[src/hdl/mtke_pkg.sv]
package mtke_pkg;

    // operation codes
    localparam logic [1:0] OP_PRESS   = 2'd0;
    localparam logic [1:0] OP_TIMEOUT = 2'd1;
    localparam logic [1:0] OP_COMMIT  = 2'd2;

    // shift modes that raise letters to upper case
    localparam logic [1:0] SHIFT_TITLE = 2'd1;
    localparam logic [1:0] SHIFT_UPPER = 2'd2;

    localparam int NUM_KEYS = 10;
    localparam int MAX_SEQ  = 8;

    localparam logic [31:0] TIMEOUT_RESET = 32'd1000;

    localparam int S_TDATA_W = 72;
    localparam int S_TUSER_W = 2;
    localparam int M_TDATA_W = 16;

    // character list per key, unused slots zero
    localparam logic [7:0] KEY_CHARS [NUM_KEYS][MAX_SEQ] = '{
        '{8'h20, "0", 8'h0a, 8'h00, 8'h00, 8'h00, 8'h00, 8'h00},
        '{".", ",", "?", "!", 8'h27, "@", "#", "1"},
        '{"a", "b", "c", "2", 8'h00, 8'h00, 8'h00, 8'h00},
        '{"d", "e", "f", "3", 8'h00, 8'h00, 8'h00, 8'h00},
        '{"g", "h", "i", "4", 8'h00, 8'h00, 8'h00, 8'h00},
        '{"j", "k", "l", "5", 8'h00, 8'h00, 8'h00, 8'h00},
        '{"m", "n", "o", "6", 8'h00, 8'h00, 8'h00, 8'h00},
        '{"p", "q", "r", "s", "7", 8'h00, 8'h00, 8'h00},
        '{"t", "u", "v", "8", 8'h00, 8'h00, 8'h00, 8'h00},
        '{"w", "x", "y", "z", "9", 8'h00, 8'h00, 8'h00}
    };

    // number of characters per key
    localparam logic [3:0] KEY_LENS [NUM_KEYS] = '{
        4'd3, 4'd8, 4'd4, 4'd4, 4'd4, 4'd4, 4'd4, 4'd5, 4'd4, 4'd5
    };

    typedef struct packed {
        logic [1:0]  operation;
        logic [3:0]  key_digit;
        logic [63:0] time_ms;
        logic [1:0]  shift_mode;
    } item_t;

    typedef struct packed {
        logic [7:0] shown_char;
        logic       committed_flag;
        logic [7:0] committed_char;
    } result_t;

    typedef struct packed {
        logic       key_active;
        logic [3:0] active_key;
        logic [2:0] cycle_position;
    } status_t;

endpackage

[src/hdl/mtke_in_stage.sv]
module mtke_in_stage (
    input  logic                              aclk,
    input  logic                              aresetn,
    input  logic                              s_tvalid,
    output logic                              s_tready,
    // key_digit[3:0], time_ms[67:4], shift_mode[69:68], zero fill
    input  logic [mtke_pkg::S_TDATA_W-1:0]    s_tdata,
    // operation[1:0]
    input  logic [mtke_pkg::S_TUSER_W-1:0]    s_tuser,
    input  logic                              advance,
    output logic                              item_valid,
    output mtke_pkg::item_t                   item
);
    import mtke_pkg::*;

    logic  in_valid_reg, in_valid_next;
    item_t item_reg;
    logic  s_accept;

    // the stage frees up whenever the item moves on
    assign s_tready = !in_valid_reg || advance;
    assign s_accept = s_tvalid && s_tready;

    always_comb begin
        if (s_accept) begin
            in_valid_next = 1'b1;
        end else if (advance) begin
            in_valid_next = 1'b0;
        end else begin
            in_valid_next = in_valid_reg;
        end
    end

    // control register
    always_ff @(posedge aclk) begin
        if (!aresetn) begin
            in_valid_reg <= 1'b0;
        end else begin
            in_valid_reg <= in_valid_next;
        end
    end

    // unpack the item
    always_ff @(posedge aclk) begin
        if (s_accept) begin
            item_reg.operation  <= s_tuser[1:0];
            item_reg.key_digit  <= s_tdata[3:0];
            item_reg.time_ms    <= s_tdata[67:4];
            item_reg.shift_mode <= s_tdata[69:68];
        end
    end

    assign item_valid = in_valid_reg;
    assign item       = item_reg;

endmodule

[src/hdl/mtke_core.sv]
module mtke_core (
    input  logic              aclk,
    input  logic              aresetn,
    input  logic              cfg_we,
    input  logic [31:0]       cfg_data,
    input  logic              fire,
    input  mtke_pkg::item_t   item,
    output mtke_pkg::result_t result,
    output mtke_pkg::status_t status
);
    import mtke_pkg::*;

    logic [31:0] timeout_reg;
    logic        key_active_reg, key_active_next;
    logic [3:0]  active_key_reg, active_key_next;
    logic [2:0]  pos_reg, pos_next;
    logic [63:0] last_time_reg, last_time_next;
    logic [7:0]  pending_reg, pending_next;

    logic        digit_ok;
    logic [3:0]  key_len;
    logic [3:0]  pos_inc;
    logic [2:0]  press_pos;
    logic [7:0]  raw_char;
    logic [7:0]  new_char;
    logic        upper;
    logic [63:0] elapsed;
    logic        timed_out;

    assign digit_ok = item.key_digit < 4'(NUM_KEYS);
    assign key_len  = KEY_LENS[item.key_digit];
    assign pos_inc  = {1'b0, pos_reg} + 4'd1;
    assign elapsed  = item.time_ms - last_time_reg;
    assign timed_out = elapsed >= {32'd0, timeout_reg};
    assign upper    = (item.shift_mode == SHIFT_TITLE) || (item.shift_mode == SHIFT_UPPER);

    // position after a press: step on the same key, else start over
    assign press_pos = (key_active_reg && active_key_reg == item.key_digit) ?
                       ((pos_inc == key_len) ? 3'd0 : pos_inc[2:0]) : 3'd0;

    // character lookup at the new position, with shift applied to letters
    assign raw_char = KEY_CHARS[item.key_digit][press_pos];
    assign new_char = (upper && raw_char >= "a" && raw_char <= "z") ?
                      raw_char - 8'h20 : raw_char;

    // next state and result for the current item
    always_comb begin
        key_active_next = key_active_reg;
        active_key_next = active_key_reg;
        pos_next        = pos_reg;
        last_time_next  = last_time_reg;
        pending_next    = pending_reg;
        result          = '0;
        case (item.operation)
            OP_PRESS: begin
                if (digit_ok) begin
                    if (key_active_reg && active_key_reg != item.key_digit) begin
                        result.committed_flag = 1'b1;
                        result.committed_char = pending_reg;
                    end
                    pos_next          = press_pos;
                    key_active_next   = 1'b1;
                    active_key_next   = item.key_digit;
                    last_time_next    = item.time_ms;
                    pending_next      = new_char;
                    result.shown_char = new_char;
                end
            end
            OP_TIMEOUT, OP_COMMIT: begin
                if (key_active_reg && (item.operation == OP_COMMIT || timed_out)) begin
                    result.committed_flag = 1'b1;
                    result.committed_char = pending_reg;
                    key_active_next = 1'b0;
                    active_key_next = 4'd0;
                    pos_next        = 3'd0;
                    last_time_next  = 64'd0;
                    pending_next    = 8'd0;
                end
            end
            default: begin
            end
        endcase
    end

    // entry state and timeout register
    always_ff @(posedge aclk) begin
        if (!aresetn) begin
            timeout_reg    <= TIMEOUT_RESET;
            key_active_reg <= 1'b0;
            active_key_reg <= 4'd0;
            pos_reg        <= 3'd0;
            last_time_reg  <= 64'd0;
            pending_reg    <= 8'd0;
        end else begin
            if (cfg_we) begin
                timeout_reg <= cfg_data;
            end
            if (fire) begin
                key_active_reg <= key_active_next;
                active_key_reg <= active_key_next;
                pos_reg        <= pos_next;
                last_time_reg  <= last_time_next;
                pending_reg    <= pending_next;
            end
        end
    end

    assign status.key_active     = key_active_reg;
    assign status.active_key     = active_key_reg;
    assign status.cycle_position = pos_reg;

endmodule

[src/hdl/mtke_out_stage.sv]
module mtke_out_stage (
    input  logic                           aclk,
    input  logic                           aresetn,
    input  logic                           res_valid,
    input  mtke_pkg::result_t              result,
    output logic                           advance,
    output logic                           m_tvalid,
    input  logic                           m_tready,
    // shown_char[7:0], committed_char[15:8]
    output logic [mtke_pkg::M_TDATA_W-1:0] m_tdata,
    // committed_flag
    output logic                           m_tuser
);
    import mtke_pkg::*;

    logic    out_valid_reg;
    result_t result_reg;

    // result register takes a new item when empty or being drained
    assign advance = !out_valid_reg || m_tready;

    always_ff @(posedge aclk) begin
        if (!aresetn) begin
            out_valid_reg <= 1'b0;
        end else if (advance) begin
            out_valid_reg <= res_valid;
        end
    end

    always_ff @(posedge aclk) begin
        if (advance) begin
            result_reg <= result;
        end
    end

    // pack the result
    assign m_tvalid = out_valid_reg;
    assign m_tdata  = {result_reg.committed_char, result_reg.shown_char};
    assign m_tuser  = result_reg.committed_flag;

endmodule

[src/hdl/multi_tap_keypad_entry.sv]
// An accepted item passes the input register, then the result register.
// Throughput: one item per cycle unless m_tready stalls the result register;
// each register holds one item, and the entry state updates as an item moves on.
// Reset: aresetn is synchronous, active low; it empties both registers,
// clears the pending character and sets timeout_ms to 1000.
module multi_tap_keypad_entry (
    input  logic                           aclk,
    input  logic                           aresetn,
    input  logic                           s_tvalid,
    output logic                           s_tready,
    // key_digit[3:0], time_ms[67:4], shift_mode[69:68], zero fill
    input  logic [mtke_pkg::S_TDATA_W-1:0] s_tdata,
    // operation[1:0]
    input  logic [mtke_pkg::S_TUSER_W-1:0] s_tuser,
    output logic                           m_tvalid,
    input  logic                           m_tready,
    // shown_char[7:0], committed_char[15:8]
    output logic [mtke_pkg::M_TDATA_W-1:0] m_tdata,
    // committed_flag
    output logic                           m_tuser,
    input  logic                           cfg_valid,
    output logic                           cfg_ready,
    input  logic [31:0]                    cfg_data
);
    import mtke_pkg::*;

    logic    advance;
    logic    item_valid;
    item_t   item;
    result_t result;
    status_t status;
    logic    fire;

    assign cfg_ready = 1'b1;
    assign fire      = item_valid && advance;

    // input register
    mtke_in_stage u_in (
        .aclk       (aclk),
        .aresetn    (aresetn),
        .s_tvalid   (s_tvalid),
        .s_tready   (s_tready),
        .s_tdata    (s_tdata),
        .s_tuser    (s_tuser),
        .advance    (advance),
        .item_valid (item_valid),
        .item       (item)
    );

    // entry state and per item logic
    mtke_core u_core (
        .aclk     (aclk),
        .aresetn  (aresetn),
        .cfg_we   (cfg_valid && cfg_ready),
        .cfg_data (cfg_data),
        .fire     (fire),
        .item     (item),
        .result   (result),
        .status   (status)
    );

    // result register
    mtke_out_stage u_out (
        .aclk      (aclk),
        .aresetn   (aresetn),
        .res_valid (item_valid),
        .result    (result),
        .advance   (advance),
        .m_tvalid  (m_tvalid),
        .m_tready  (m_tready),
        .m_tdata   (m_tdata),
        .m_tuser   (m_tuser)
    );

`ifndef ASSERT_OFF
    // no committed character without the commit flag
    a_commit_char: assert property (@(posedge aclk) disable iff (!aresetn)
        m_tvalid && !m_tuser |-> m_tdata[15:8] == 8'd0)
        else $error("committed char set without commit flag");

    // a cleared entry keeps key and position at zero
    a_idle_clear: assert property (@(posedge aclk) disable iff (!aresetn)
        !status.key_active |-> status.active_key == 4'd0 && status.cycle_position == 3'd0)
        else $error("entry state not cleared while no key pending");

    // position stays within the active key's list
    a_pos_range: assert property (@(posedge aclk) disable iff (!aresetn)
        status.key_active |-> status.active_key < 4'(NUM_KEYS) &&
            {1'b0, status.cycle_position} < KEY_LENS[status.active_key])
        else $error("cycle position out of range");
`endif

endmodule
[config.mk]
export PLATFORM = sky130hd
export DESIGN_NAME = multi_tap_keypad_entry
export DESIGN_NICKNAME = d
export VERILOG_FILES = /design/src/hdl/mtke_pkg.sv /design/src/hdl/mtke_in_stage.sv /design/src/hdl/mtke_core.sv /design/src/hdl/mtke_out_stage.sv /design/src/hdl/multi_tap_keypad_entry.sv
export SDC_FILE = /design/constraint.sdc
export NUM_CORES = 1
export LEC_CHECK = 0
export BUFFER_PORTS_ARGS = -buffer_cell sky130_fd_sc_hd__buf_2
export CORE_UTILIZATION = 45
export CTS_BUF_LIST = sky130_fd_sc_hd__clkbuf_8
export CTS_CLUSTER_SIZE = 8
export DETAILED_ROUTE_END_ITERATION = 16
export GPL_TIMING_DRIVEN = 0
export PLACE_DENSITY = 0.71
export SLEW_MARGIN = 10
export SYNTH_ARGS = -nofsm -noshare
export SYNTH_HDL_FRONTEND = slang
export SYNTH_SLANG_ARGS = --single-unit
[constraint.sdc]
create_clock -name aclk -period 12.97 [get_ports aclk]
set_clock_uncertainty 0.15 [all_clocks]
set_input_delay 1.9455 -clock aclk [delete_from_list [all_inputs] [get_ports aclk]]
set_output_delay 1.9455 -clock aclk [all_outputs]
set_load 0.005 [all_outputs]
# Word-level counts from Yosys, hierarchy flattened
# Memory sizes are Yosys's and may differ from the RTL's.
# Cells that the tools add are included.
dict set report word_totals {
  regBits 203
  rom_bits 1088
  inputBits 111
  output_inout_bits 20
  elab_cells 87
  mem_count 2
}
# name depth width rd rd_clocked_by_memory_dff wr line_no
set memory_table {}
lappend memory_table {{(no name shown)} 16 64 1 0 0 mtke_core.sv:42} ;# assign raw_char = KEY_CHARS[item.key_digit][press_pos];
lappend memory_table {{(no name shown)} 16 4 1 0 0 mtke_core.sv:31} ;# assign key_len = KEY_LENS[item.key_digit];
dict set report op_classes {
  n_addsub 3
  n_lt_le_gt_ge 6
  n_eq_ne 9
  muxes 31
  bitwise_logic 2
  n_reduce_logical 19
}
# op count
set ops {}
lappend ops {{$mux 64} 4}
lappend ops {{$pmux 64 s2} 1}
lappend ops {{$ge 64x32->1} 1}
lappend ops {{$sub 64x64->64} 1}
lappend ops {{$mux 8} 5}
lappend ops {{$mux 9} 3}
lappend ops {{$bmux 8 s3} 1}
lappend ops {{$pmux 9 s2} 1}
lappend ops {{$mux 4} 4}
lappend ops {{$pmux 8 s2} 1}
lappend ops {{$mux 3} 4}
lappend ops {{$eq 4x4->1} 2}
lappend ops {{$ge 8x7->1 const B} 1}
lappend ops {{$le 8x7->1 const B} 1}
lappend ops {{$pmux 4 s2} 1}
lappend ops {{$sub 8x6->8 const B} 1}
lappend ops {{$logic_and 1x1->1} 7}
lappend ops {{$pmux 3 s2} 1}
lappend ops {{$ge 5x5->1 const B} 1}
lappend ops {{$not 4->5} 1}
lappend ops {{$add 3x1->4 const B} 1}
lappend ops {{$eq 2x1->1 const B} 2}
lappend ops {{$eq 2x2->1 const B} 2}
lappend ops {{$ge 4x4->1 const B} 1}
lappend ops {{other kinds (13)} 22}

# Depth between registers and ports, before layout
# Gate-level depths: netlist of run 1.
dict set report logic_depth {
  word_depth 17
  mapped_depth 26
  mapped_depth_nobuf 23
}

# Modules after synthesis
# A second synthesis of run 1 with hierarchy kept.
dict set report unflattened {
  cells_unflattened 1656
  hier_area_um2 14027.2
}
# mod instances cells_per_inst area_per_inst_um2 seq_area_each_um2
set modules_own_cells {}
lappend modules_own_cells {mtke_core 1 1555 11230.8 2242.2}
lappend modules_own_cells {mtke_in_stage 1 77 2219.6 2182.1}
lappend modules_own_cells {mtke_out_stage 1 21 559.3 530.5}
lappend modules_own_cells {multi_tap_keypad_entry 1 3 17.5 0.0}

# Least setup slack after synthesis of run 1
# Ideal clock, no wire load.
dict set report synth_timing {
  path_type {flip-flop to flip-flop}
  from {register u_in.item_reg, in the netlist u_in.item[2]}
  to {register u_core.pos_reg[2]}
  arrival_ns 4.914
  slack_ns 7.827
  path_stages_with_launch 25
  path_buffers 2
  path_cell_list {edfxtp_1 inv_1 ha_1 inv_1 fa_1 a21o_1 a221o_1 a211oi_1 nor2_1 nor3_1 o21ai_0 xor2_1 ha_1 a211o_1 a221oi_1 o2111ai_1 nor4_1 nand4_1 a2111oi_0 nor4b_2 and4_4 a41oi_4 buf_6 buf_6 o22ai_2}
}
dict set report synth_via {
  elab_chain_len 6
}
# item line_no
set synth_rtl {}
lappend synth_rtl {{from (decl)} mtke_in_stage.sv:17} ;# item_t item_reg;
lappend synth_rtl {{$sub 64x64->64} mtke_core.sv:33} ;# assign elapsed = item.time_ms - last_time_reg;
lappend synth_rtl {{$ge 64x32->1} mtke_core.sv:34} ;# assign timed_out = elapsed >= {32'd0, timeout_reg};
lappend synth_rtl {{$logic_or 1x1->1} mtke_core.sv:70} ;# if (key_active_reg && (item.operation == OP_COMMIT || timed_out)) begin
lappend synth_rtl {{$logic_and 1x1->1} mtke_core.sv:70}
lappend synth_rtl {{$ne 2x1->1 (no line)} n/a}
lappend synth_rtl {{$reduce_and 4->1 (no line)} n/a}
lappend synth_rtl {{to (signal assigned)} mtke_core.sv:101} ;# pos_reg <= pos_next;
lappend synth_rtl {{to (decl)} mtke_core.sv:16} ;# logic [2:0] pos_reg, pos_next;
# Every way passes these cells.
# A chain may end at the register's enable or synchronous reset.

# Worst setup path in the final report of run 1
dict set report layout_timing {
  from {register u_in.item_reg, in the netlist u_in.item[18]}
  to {register u_core.pending_reg[6]}
}
dict set report layout_via {
  elab_chain_len 6
}
# item line_no
set layout_rtl {}
lappend layout_rtl {{$sub 64x64->64} mtke_core.sv:33}
lappend layout_rtl {{$ge 64x32->1} mtke_core.sv:34}
lappend layout_rtl {{$logic_or 1x1->1} mtke_core.sv:70}
lappend layout_rtl {{$logic_and 1x1->1} mtke_core.sv:70}
lappend layout_rtl {{$ne 2x1->1 (no line)} n/a}
lappend layout_rtl {{$reduce_and 4->1 (no line)} n/a}
lappend layout_rtl {{to (signal assigned)} mtke_core.sv:103} ;# pending_reg <= pending_next;
lappend layout_rtl {{to (decl)} mtke_core.sv:18} ;# logic [7:0] pending_reg, pending_next;
# Every way passes these cells.

==> results of run 1 <==
## report_power, final
part | internal [W] | switching, W
registers | 0.000700 | 0.0000145
logic | 0.000144 | 0.000244
clock network | 0.000314 | 0.000268
total | 0.00116 | 0.000526
## stage by stage
step                      hold slack (ns)  cell area [um2]  power [W]  util, %
after floorplan                     0.290            13300   0.000991        -
after global placement              0.302            14400    0.00110     49.8
after detailed placement            0.312            14400    0.00111     49.9
after CTS                           0.322            15100    0.00170     52.3
after global routing                0.340            15100    0.00178     52.3
final                               0.319            15100    0.00168     52.3
## worst register-to-register path, delay by kind of cell, from the launching register on
kind                     cells  cell delay [ns]
AO/OA/AOI/OAI                7             2.30
XOR/XNOR                     1             0.34
adder cells (fa/ha/maj)      2             0.76
buffers and inverters        2             0.41
flip-flops                   1             0.40
AND/OR/NAND/NOR             10             2.50
## cell usage after synthesis, types with 5 or more instances
library cell | instances | share of area, %
a211oi_1 | 16 | 0.90
a21o_1 | 25 | 1.4
a21oi_1 | 126 | 4.7
a221oi_1 | 5 | 0.33
a22oi_1 | 7 | 0.39
a31oi_1 | 6 | 0.28
and2_1 | 8 | 0.38
and3_1 | 7 | 0.33
and4_1 | 8 | 0.53
clkbuf_1 | 60 | 1.7
dfxtp_1 | 114 | 17
edfxtp_1 | 89 | 20
ha_1 | 105 | 9.9
inv_1 | 140 | 3.9
mux2i_1 | 34 | 2.6
nand2_1 | 187 | 5.3
nand2b_1 | 6 | 0.28
nand3_1 | 12 | 0.45
nand4_1 | 51 | 2.4
nor2_1 | 89 | 2.5
nor2b_1 | 35 | 1.6
nor3_1 | 33 | 1.2
nor4_1 | 10 | 0.47
o2111ai_1 | 9 | 0.59
o211ai_1 | 18 | 1.0
o21a_1 | 29 | 1.6
o21ai_0 | 141 | 5.3
o21ai_1 | 7 | 0.26
o22ai_1 | 9 | 0.42
o22ai_2 | 9 | 0.85
o311a_1 | 5 | 0.38
o31a_1 | 6 | 0.39
o31ai_1 | 9 | 0.51
or3_1 | 6 | 0.28
xnor2_1 | 25 | 1.6
xor2_1 | 20 | 1.3
## final timing paths
kind,depth (start not counted),start,to
setup / recovery,22,u_in.item[18]$_DFFE_PP_,u_core.pending_reg[6]$_SDFFE_PN0P_
hold / removal,2,u_core.last_time_reg[59]$_SDFFE_PN0P_,u_core.last_time_reg[59]$_SDFFE_PN0P_
setup reg to reg,22,u_in.item[18]$_DFFE_PP_,u_core.pending_reg[6]$_SDFFE_PN0P_
hold reg to reg,2,u_core.last_time_reg[59]$_SDFFE_PN0P_,u_core.last_time_reg[59]$_SDFFE_PN0P_
## cell families (layout without fill, tap and decap cells)
group                    count (synthesis)  after routing  synth area share, %
AO/OA/AOI/OAI                          486            486                 23.7
AND/OR/NAND/NOR                        474            474                 17.2
buffers and inverters                  211            402                 6.17
flip-flops                             203            203                 37.2
adder cells (fa/ha/maj)                106            106                 10.0
XOR/XNOR                                45             45                 2.96
multiplexers                            36             36                 2.73
other                                    1              1               0.0282
## area by class of cell
class	count	area [um2]	area share, %
buffer	71	297	1.96
clock buffer	38	523	3.45
clock inverter	26	176	1.16
inverter	140	526	3.47
multi-input combinational	1148	7540	49.8
sequential	203	4950	32.7
tap	384	480	3.17
timing repair buffer	127	651	4.30
## metal layers
layer / wire [um] / vias to the layer above
met5: 0 / -
met4: 1140 / 0
met3: 2010 / 73
met2: 17300 / 409
met1: 17500 / 5749
li1: - / 6033
==> reports/metrics.cfg, run 1 <==
[status]
status = finished clean

[route]
drt_iter0_drc = 919
ant_nets = 0
wirelength_um = 38000
wire_per_inst_um = 17.8
via_count = 12264
via_per_inst = 5.74
route.detailed.drc = 0
drtPass1Iterations = 5

[layout]
largest_reg_flops = 72
area_growth_pct = 13.8
fill_cells = 2760
most-common-layout-cells = nand2_1, inv_1, o21ai_0, buf_2, a21oi_1
stdcell_count = 2137
n_antenna_cell = 0
nNetsFinal = 1943
drive_above_1_share_pct = 11.9
final_common_cell = nand2_1

[placed_design]
place_inst = 2073
finalWeightedCongestion = 0.953
dp_hpwl_um = 30200
dpl_worst_slack_ns = 6.04
placement.io_buffers = 126

[critical_path]
worstPathRequired_ns = 13.27
endpoint_kind = register
crit_buf_inv = 2
cp_slowest_stage_delay_ns = 0.53
crit_family = simple AND/OR/NAND/NOR gates
path_cells = ha_1 -> nand4_1 -> or3_1 -> a41oi_1 -> nand2_1 -> or2_2 -> nor2_1 -> nor3_1 -> xnor2_1 -> ha_1 -> a211o_1 -> a221oi_1 -> o2111ai_1 -> nor4_1 -> nand4_1 -> a2111oi_0 -> nor4b_2 -> and4_4 -> a41oi_4 -> buf_6 -> buf_6 -> o32ai_1
cp_max_fo = 10
start_kind = register
critical_path_class = reg2reg
worstPathArrival_ns = 7.24
critPathSlowestCell = a41oi_1
r2r_setup_slack_ns = 6.03

[synth]
synthArstFlopShare_pct = 0
synth_top_flop_cell = dfxtp_1
netlist_instances = 1562
synth_seq_cells = 203
syn_avg_cell_area_um2 = 8.52
yosysSeqAreaShare_pct = 37.2
synth_warnings = 0
syn_area_um2 = 13300
synth_cell_types = 81
syn_nets = 1779
synth_edf_count = 89

[sta]
finalCriticalPeriod_ns = 6.94
max_freq_ghz = 0.144
worst_slack_ns = 6.03
setup_tns_ns = 0
worst_pin_slew_ns = 1.06
drv_slew = 0
hold_viol = 0
slew_headroom_pct = 27.3
rsz0062_at_grt = false
period_share_pct = 53.5
setup_viol = 0

[floorplanning]
core_area_um2 = 28900
die_w_um = 174
row_count = 62
die_y_um = 174
die-area_um2 = 30300
start_util_pct = 46.0
boundaryPins = 131

[clock_tree]
numCtsBuffers = 35
clk_path_buf_depth = 3
clk_pin_slew_ns = 0.06
clkLatencyLatePin_ns = 0.55
cts-root-buf = clkbuf_8
ctsResizeCount = 0
cts_setup_buffers = 0
cts_max_level = 2
postCtsHoldBufs = 0
cts.sinks = 203
cts_tree = yes

[global_route]
grt_pass1_vias = 11862
grt_pass1_wl_um = 61400
antenna_found_initial = 0
grt.overflow.total = 0
grt_max_degree = 44
globalRouteMet2Util_pct = 41.5
met1_usage_pct = 33.6
busiest_layer = met2
use_met3_pct = 3.59
track_usage_pct = 25.2

[worst_hold_path]
min_path_type = reg2reg

[power_and_ir_drop]
powerDensity_nw_per_um2 = 111
vdd_drop_max_mv = 0.136
p_leak_nw = 5.80

[job]
max-cap-violations = 0

Power figures use the tool's default switching activity.
==> inputs of run 2 (changes only) <==
--- a/config.mk
+++ b/config.mk
@@ -5,13 +5,14 @@
 export SDC_FILE = /design/constraint.sdc
 export NUM_CORES = 1
 export LEC_CHECK = 0
+export ABC_AREA = 1
 export BUFFER_PORTS_ARGS = -buffer_cell sky130_fd_sc_hd__buf_2
 export CORE_UTILIZATION = 45
 export CTS_BUF_LIST = sky130_fd_sc_hd__clkbuf_8
 export CTS_CLUSTER_SIZE = 8
 export DETAILED_ROUTE_END_ITERATION = 16
 export GPL_TIMING_DRIVEN = 0
-export PLACE_DENSITY = 0.71
+export PLACE_DENSITY = 0.74
 export SLEW_MARGIN = 10
 export SYNTH_ARGS = -nofsm -noshare
 export SYNTH_HDL_FRONTEND = slang
==> constraint.sdc (replaced) <==
create_clock -name aclk -period 6.3 [get_ports aclk]
set_clock_uncertainty 0.15 [all_clocks]
set_input_delay 0.945 -clock aclk [delete_from_list [all_inputs] [get_ports aclk]]
set_output_delay 0.945 -clock aclk [all_outputs]
set_load 0.005 [all_outputs]
==> reports/metrics.cfg, run 2 <==
[synth]
synth_warnings = 0
synth_edf_count = 89
syn_avg_cell_area_um2 = 6.73
synth.most_common_cell = nand2_1
syn_area_um2 = 14400
synth_cell_types = 41
synthArstFlopShare_pct = 0
syn_nets = 2364
yosysSeqAreaShare_pct = 34.3
synth.top_cells.by_area = edfxtp_1, nand2_1, dfxtp_1
synth_largest_area_cell = edfxtp_1
synth_seq_cells = 203
synth_top_flop_cell = dfxtp_1
netlist_instances = 2147
synth.top_cell.area_share_pct = 18.5
yosys-top-cells-count = nand2_1, inv_1, a21oi_1, nor2_1, nand3_1

[sta]
worst_pin_slew_ns = 1.34
drv_slew = 0
slew_headroom_pct = 10.5
max_freq_ghz = 0.213
worst_slack_ns = 1.60
finalCriticalPeriod_ns = 4.70
setup_tns_ns = 0
hold_viol = 0
rsz0062_at_grt = false
setup_viol = 0
period_share_pct = 74.6

[route]
route.met3.wl_um = 2160
wire_per_inst_um = 15.3
met1Wirelength_um = 19800
ant_nets = 0
via_count = 13781
drtPass1Iterations = 5
route.detailed.drc = 0
wirelength_um = 42000
via_per_inst = 5.03
wl_met2_um = 19000
top_layer_used = met4
drt_iter0_drc = 872

[power_and_ir_drop]
power.net_switching_w = 0.00112
pwr-share-clk_pct = 33.6
power_frac_seq_pct = 42.6
combPwrFrac_pct = 23.8
switching_share_pct = 32.2
p_leak_nw = 7.99
vdd_drop_max_mv = 0.213
p_int_w = 0.00236
powerDensity_nw_per_um2 = 213

[clock_tree]
clkLatencyLatePin_ns = 0.55
numCtsBuffers = 36
cts.sinks = 203
clk_pin_slew_ns = 0.06
postCtsHoldBufs = 0
clk_path_buf_depth = 3
cts_setup_buffers = 0
cts_tree = yes
ctsResizeCount = 0
cts_max_level = 2
cts-root-buf = clkbuf_8

[critical_path]
worst_path_most_repeated_cell = nand2_1
critPathSlowestCell = edfxtp_1
cp_max_fo = 10
worstPathArrival_ns = 5.01
critical_path_class = reg2reg
worstPathRequired_ns = 6.61
cp_slowest_stage_delay_ns = 0.43
start_kind = register
endpoint_kind = register

[placed_design]
finalWeightedCongestion = 0.935
placement.io_buffers = 126
dp_hpwl_um = 34300
dpl_worst_slack_ns = 1.59

[floorplanning]
die_w_um = 181
row_count = 65
boundaryPins = 131
die-area_um2 = 32800
core_area_um2 = 31600
start_util_pct = 45.8
die_y_um = 181

[worst_hold_path]
min_path_type = reg2reg

[global_route]
grt.overflow.total = 0
grt_pass1_vias = 12977
grt_pass1_wl_um = 66400
antenna_found_initial = 0
track_usage_pct = 25.7
grt_max_degree = 45

[layout]
final_common_cell = nand2_1
n_antenna_cell = 0
area_growth_pct = 12.7
largest_reg_flops = 72
most-common-layout-cells = nand2_1, inv_1, a21oi_1, nor2_1, nand3_1
nNetsFinal = 2529
fill_cells = 3265
drive_above_1_share_pct = 10.1

[status]
status = finished clean

[job]
max-cap-violations = 0

[run 2: area by class of cell]
type,count,area [um2],area share [%]
well taps,402,503,3.09
flip-flops and latches,203,4950,30.4
clock buffers,44,606,3.72
inverters,384,1440,8.87
repair buffers,127,651,4.00
multi-input cells,1509,7780,47.8
plain buffers,51,269,1.65
clock inverters,19,75.1,0.461
[run 2: critical path: cells and delay by family (launching register included)]
family,cells,cell delay (ns)
xor+xnor,1,0.29
buf+inv,2,0.28
simple gates,16,2.18
flops,1,0.43
fa+ha+maj,2,0.68
compound gates,4,0.61
[run 2: power by group through the flow]
stage	registers, W	logic, W	clock network [W]
2_1_floorplan	0.00150	0.000572	0
3_3_place_gp	0.00151	0.000801	0
5_1_grt	0.00149	0.000937	0.00126
4_1_cts	0.00148	0.000822	0.00121
6_report	0.00148	0.000826	0.00117
3_5_place_dp	0.00151	0.000818	0
[run 2: worst paths after layout]
check | start | to | slack, ns | cells after the start
setup / recovery | u_in.item[4]$_DFFE_PP_ | u_core.last_time_reg[8]$_SDFFE_PN0P_ | 1.60 | 25
hold / removal | u_core.timeout_reg[24]$_SDFFE_PN0P_ | u_core.timeout_reg[24]$_SDFFE_PN0P_ | 0.32 | 2
setup reg to reg | u_in.item[4]$_DFFE_PP_ | u_core.last_time_reg[8]$_SDFFE_PN0P_ | 1.60 | 25
hold reg to reg | u_core.timeout_reg[24]$_SDFFE_PN0P_ | u_core.timeout_reg[24]$_SDFFE_PN0P_ | 0.32 | 2
[run 2: kinds of logic (layout without fill, tap and decap cells)]
| logic type | count (synthesis) | after routing | synth area share (%) |
|---|---|---|---|
| AO/OA/AOI/OAI | 270 | 270 | 9.73 |
| XOR/XNOR | 41 | 41 | 2.49 |
| adder cells (fa/ha/maj) | 106 | 106 | 9.23 |
| buffers and inverters | 435 | 625 | 11.8 |
| flip-flops | 203 | 203 | 34.3 |
| other | 1 | 1 | 0.0260 |
| AND/OR/NAND/NOR | 1091 | 1091 | 32.4 |
[run 2: through the flow]
stage | utilization, % | hold slack (ns) | area, um2 | cells | power (W)
global route | 51.6 | 0.332 | 16300 | 2739 | 0.00369
detailed placement | 49.4 | 0.306 | 15600 | 2676 | 0.00232
floorplan | - | 0.290 | 14400 | 2147 | 0.00207
global placement | 49.4 | 0.301 | 15600 | 2675 | 0.00231
finish | 51.6 | 0.318 | 16300 | 2739 | 0.00347
CTS | 51.6 | 0.316 | 16300 | 2739 | 0.00351
[run 2: metal layers]
layer	global-route usage, %	up-vias
met5	0	-
met4	7.63	0
met3	3.73	63
met2	42.7	360
met1	34.4	6212
li1	-	7146
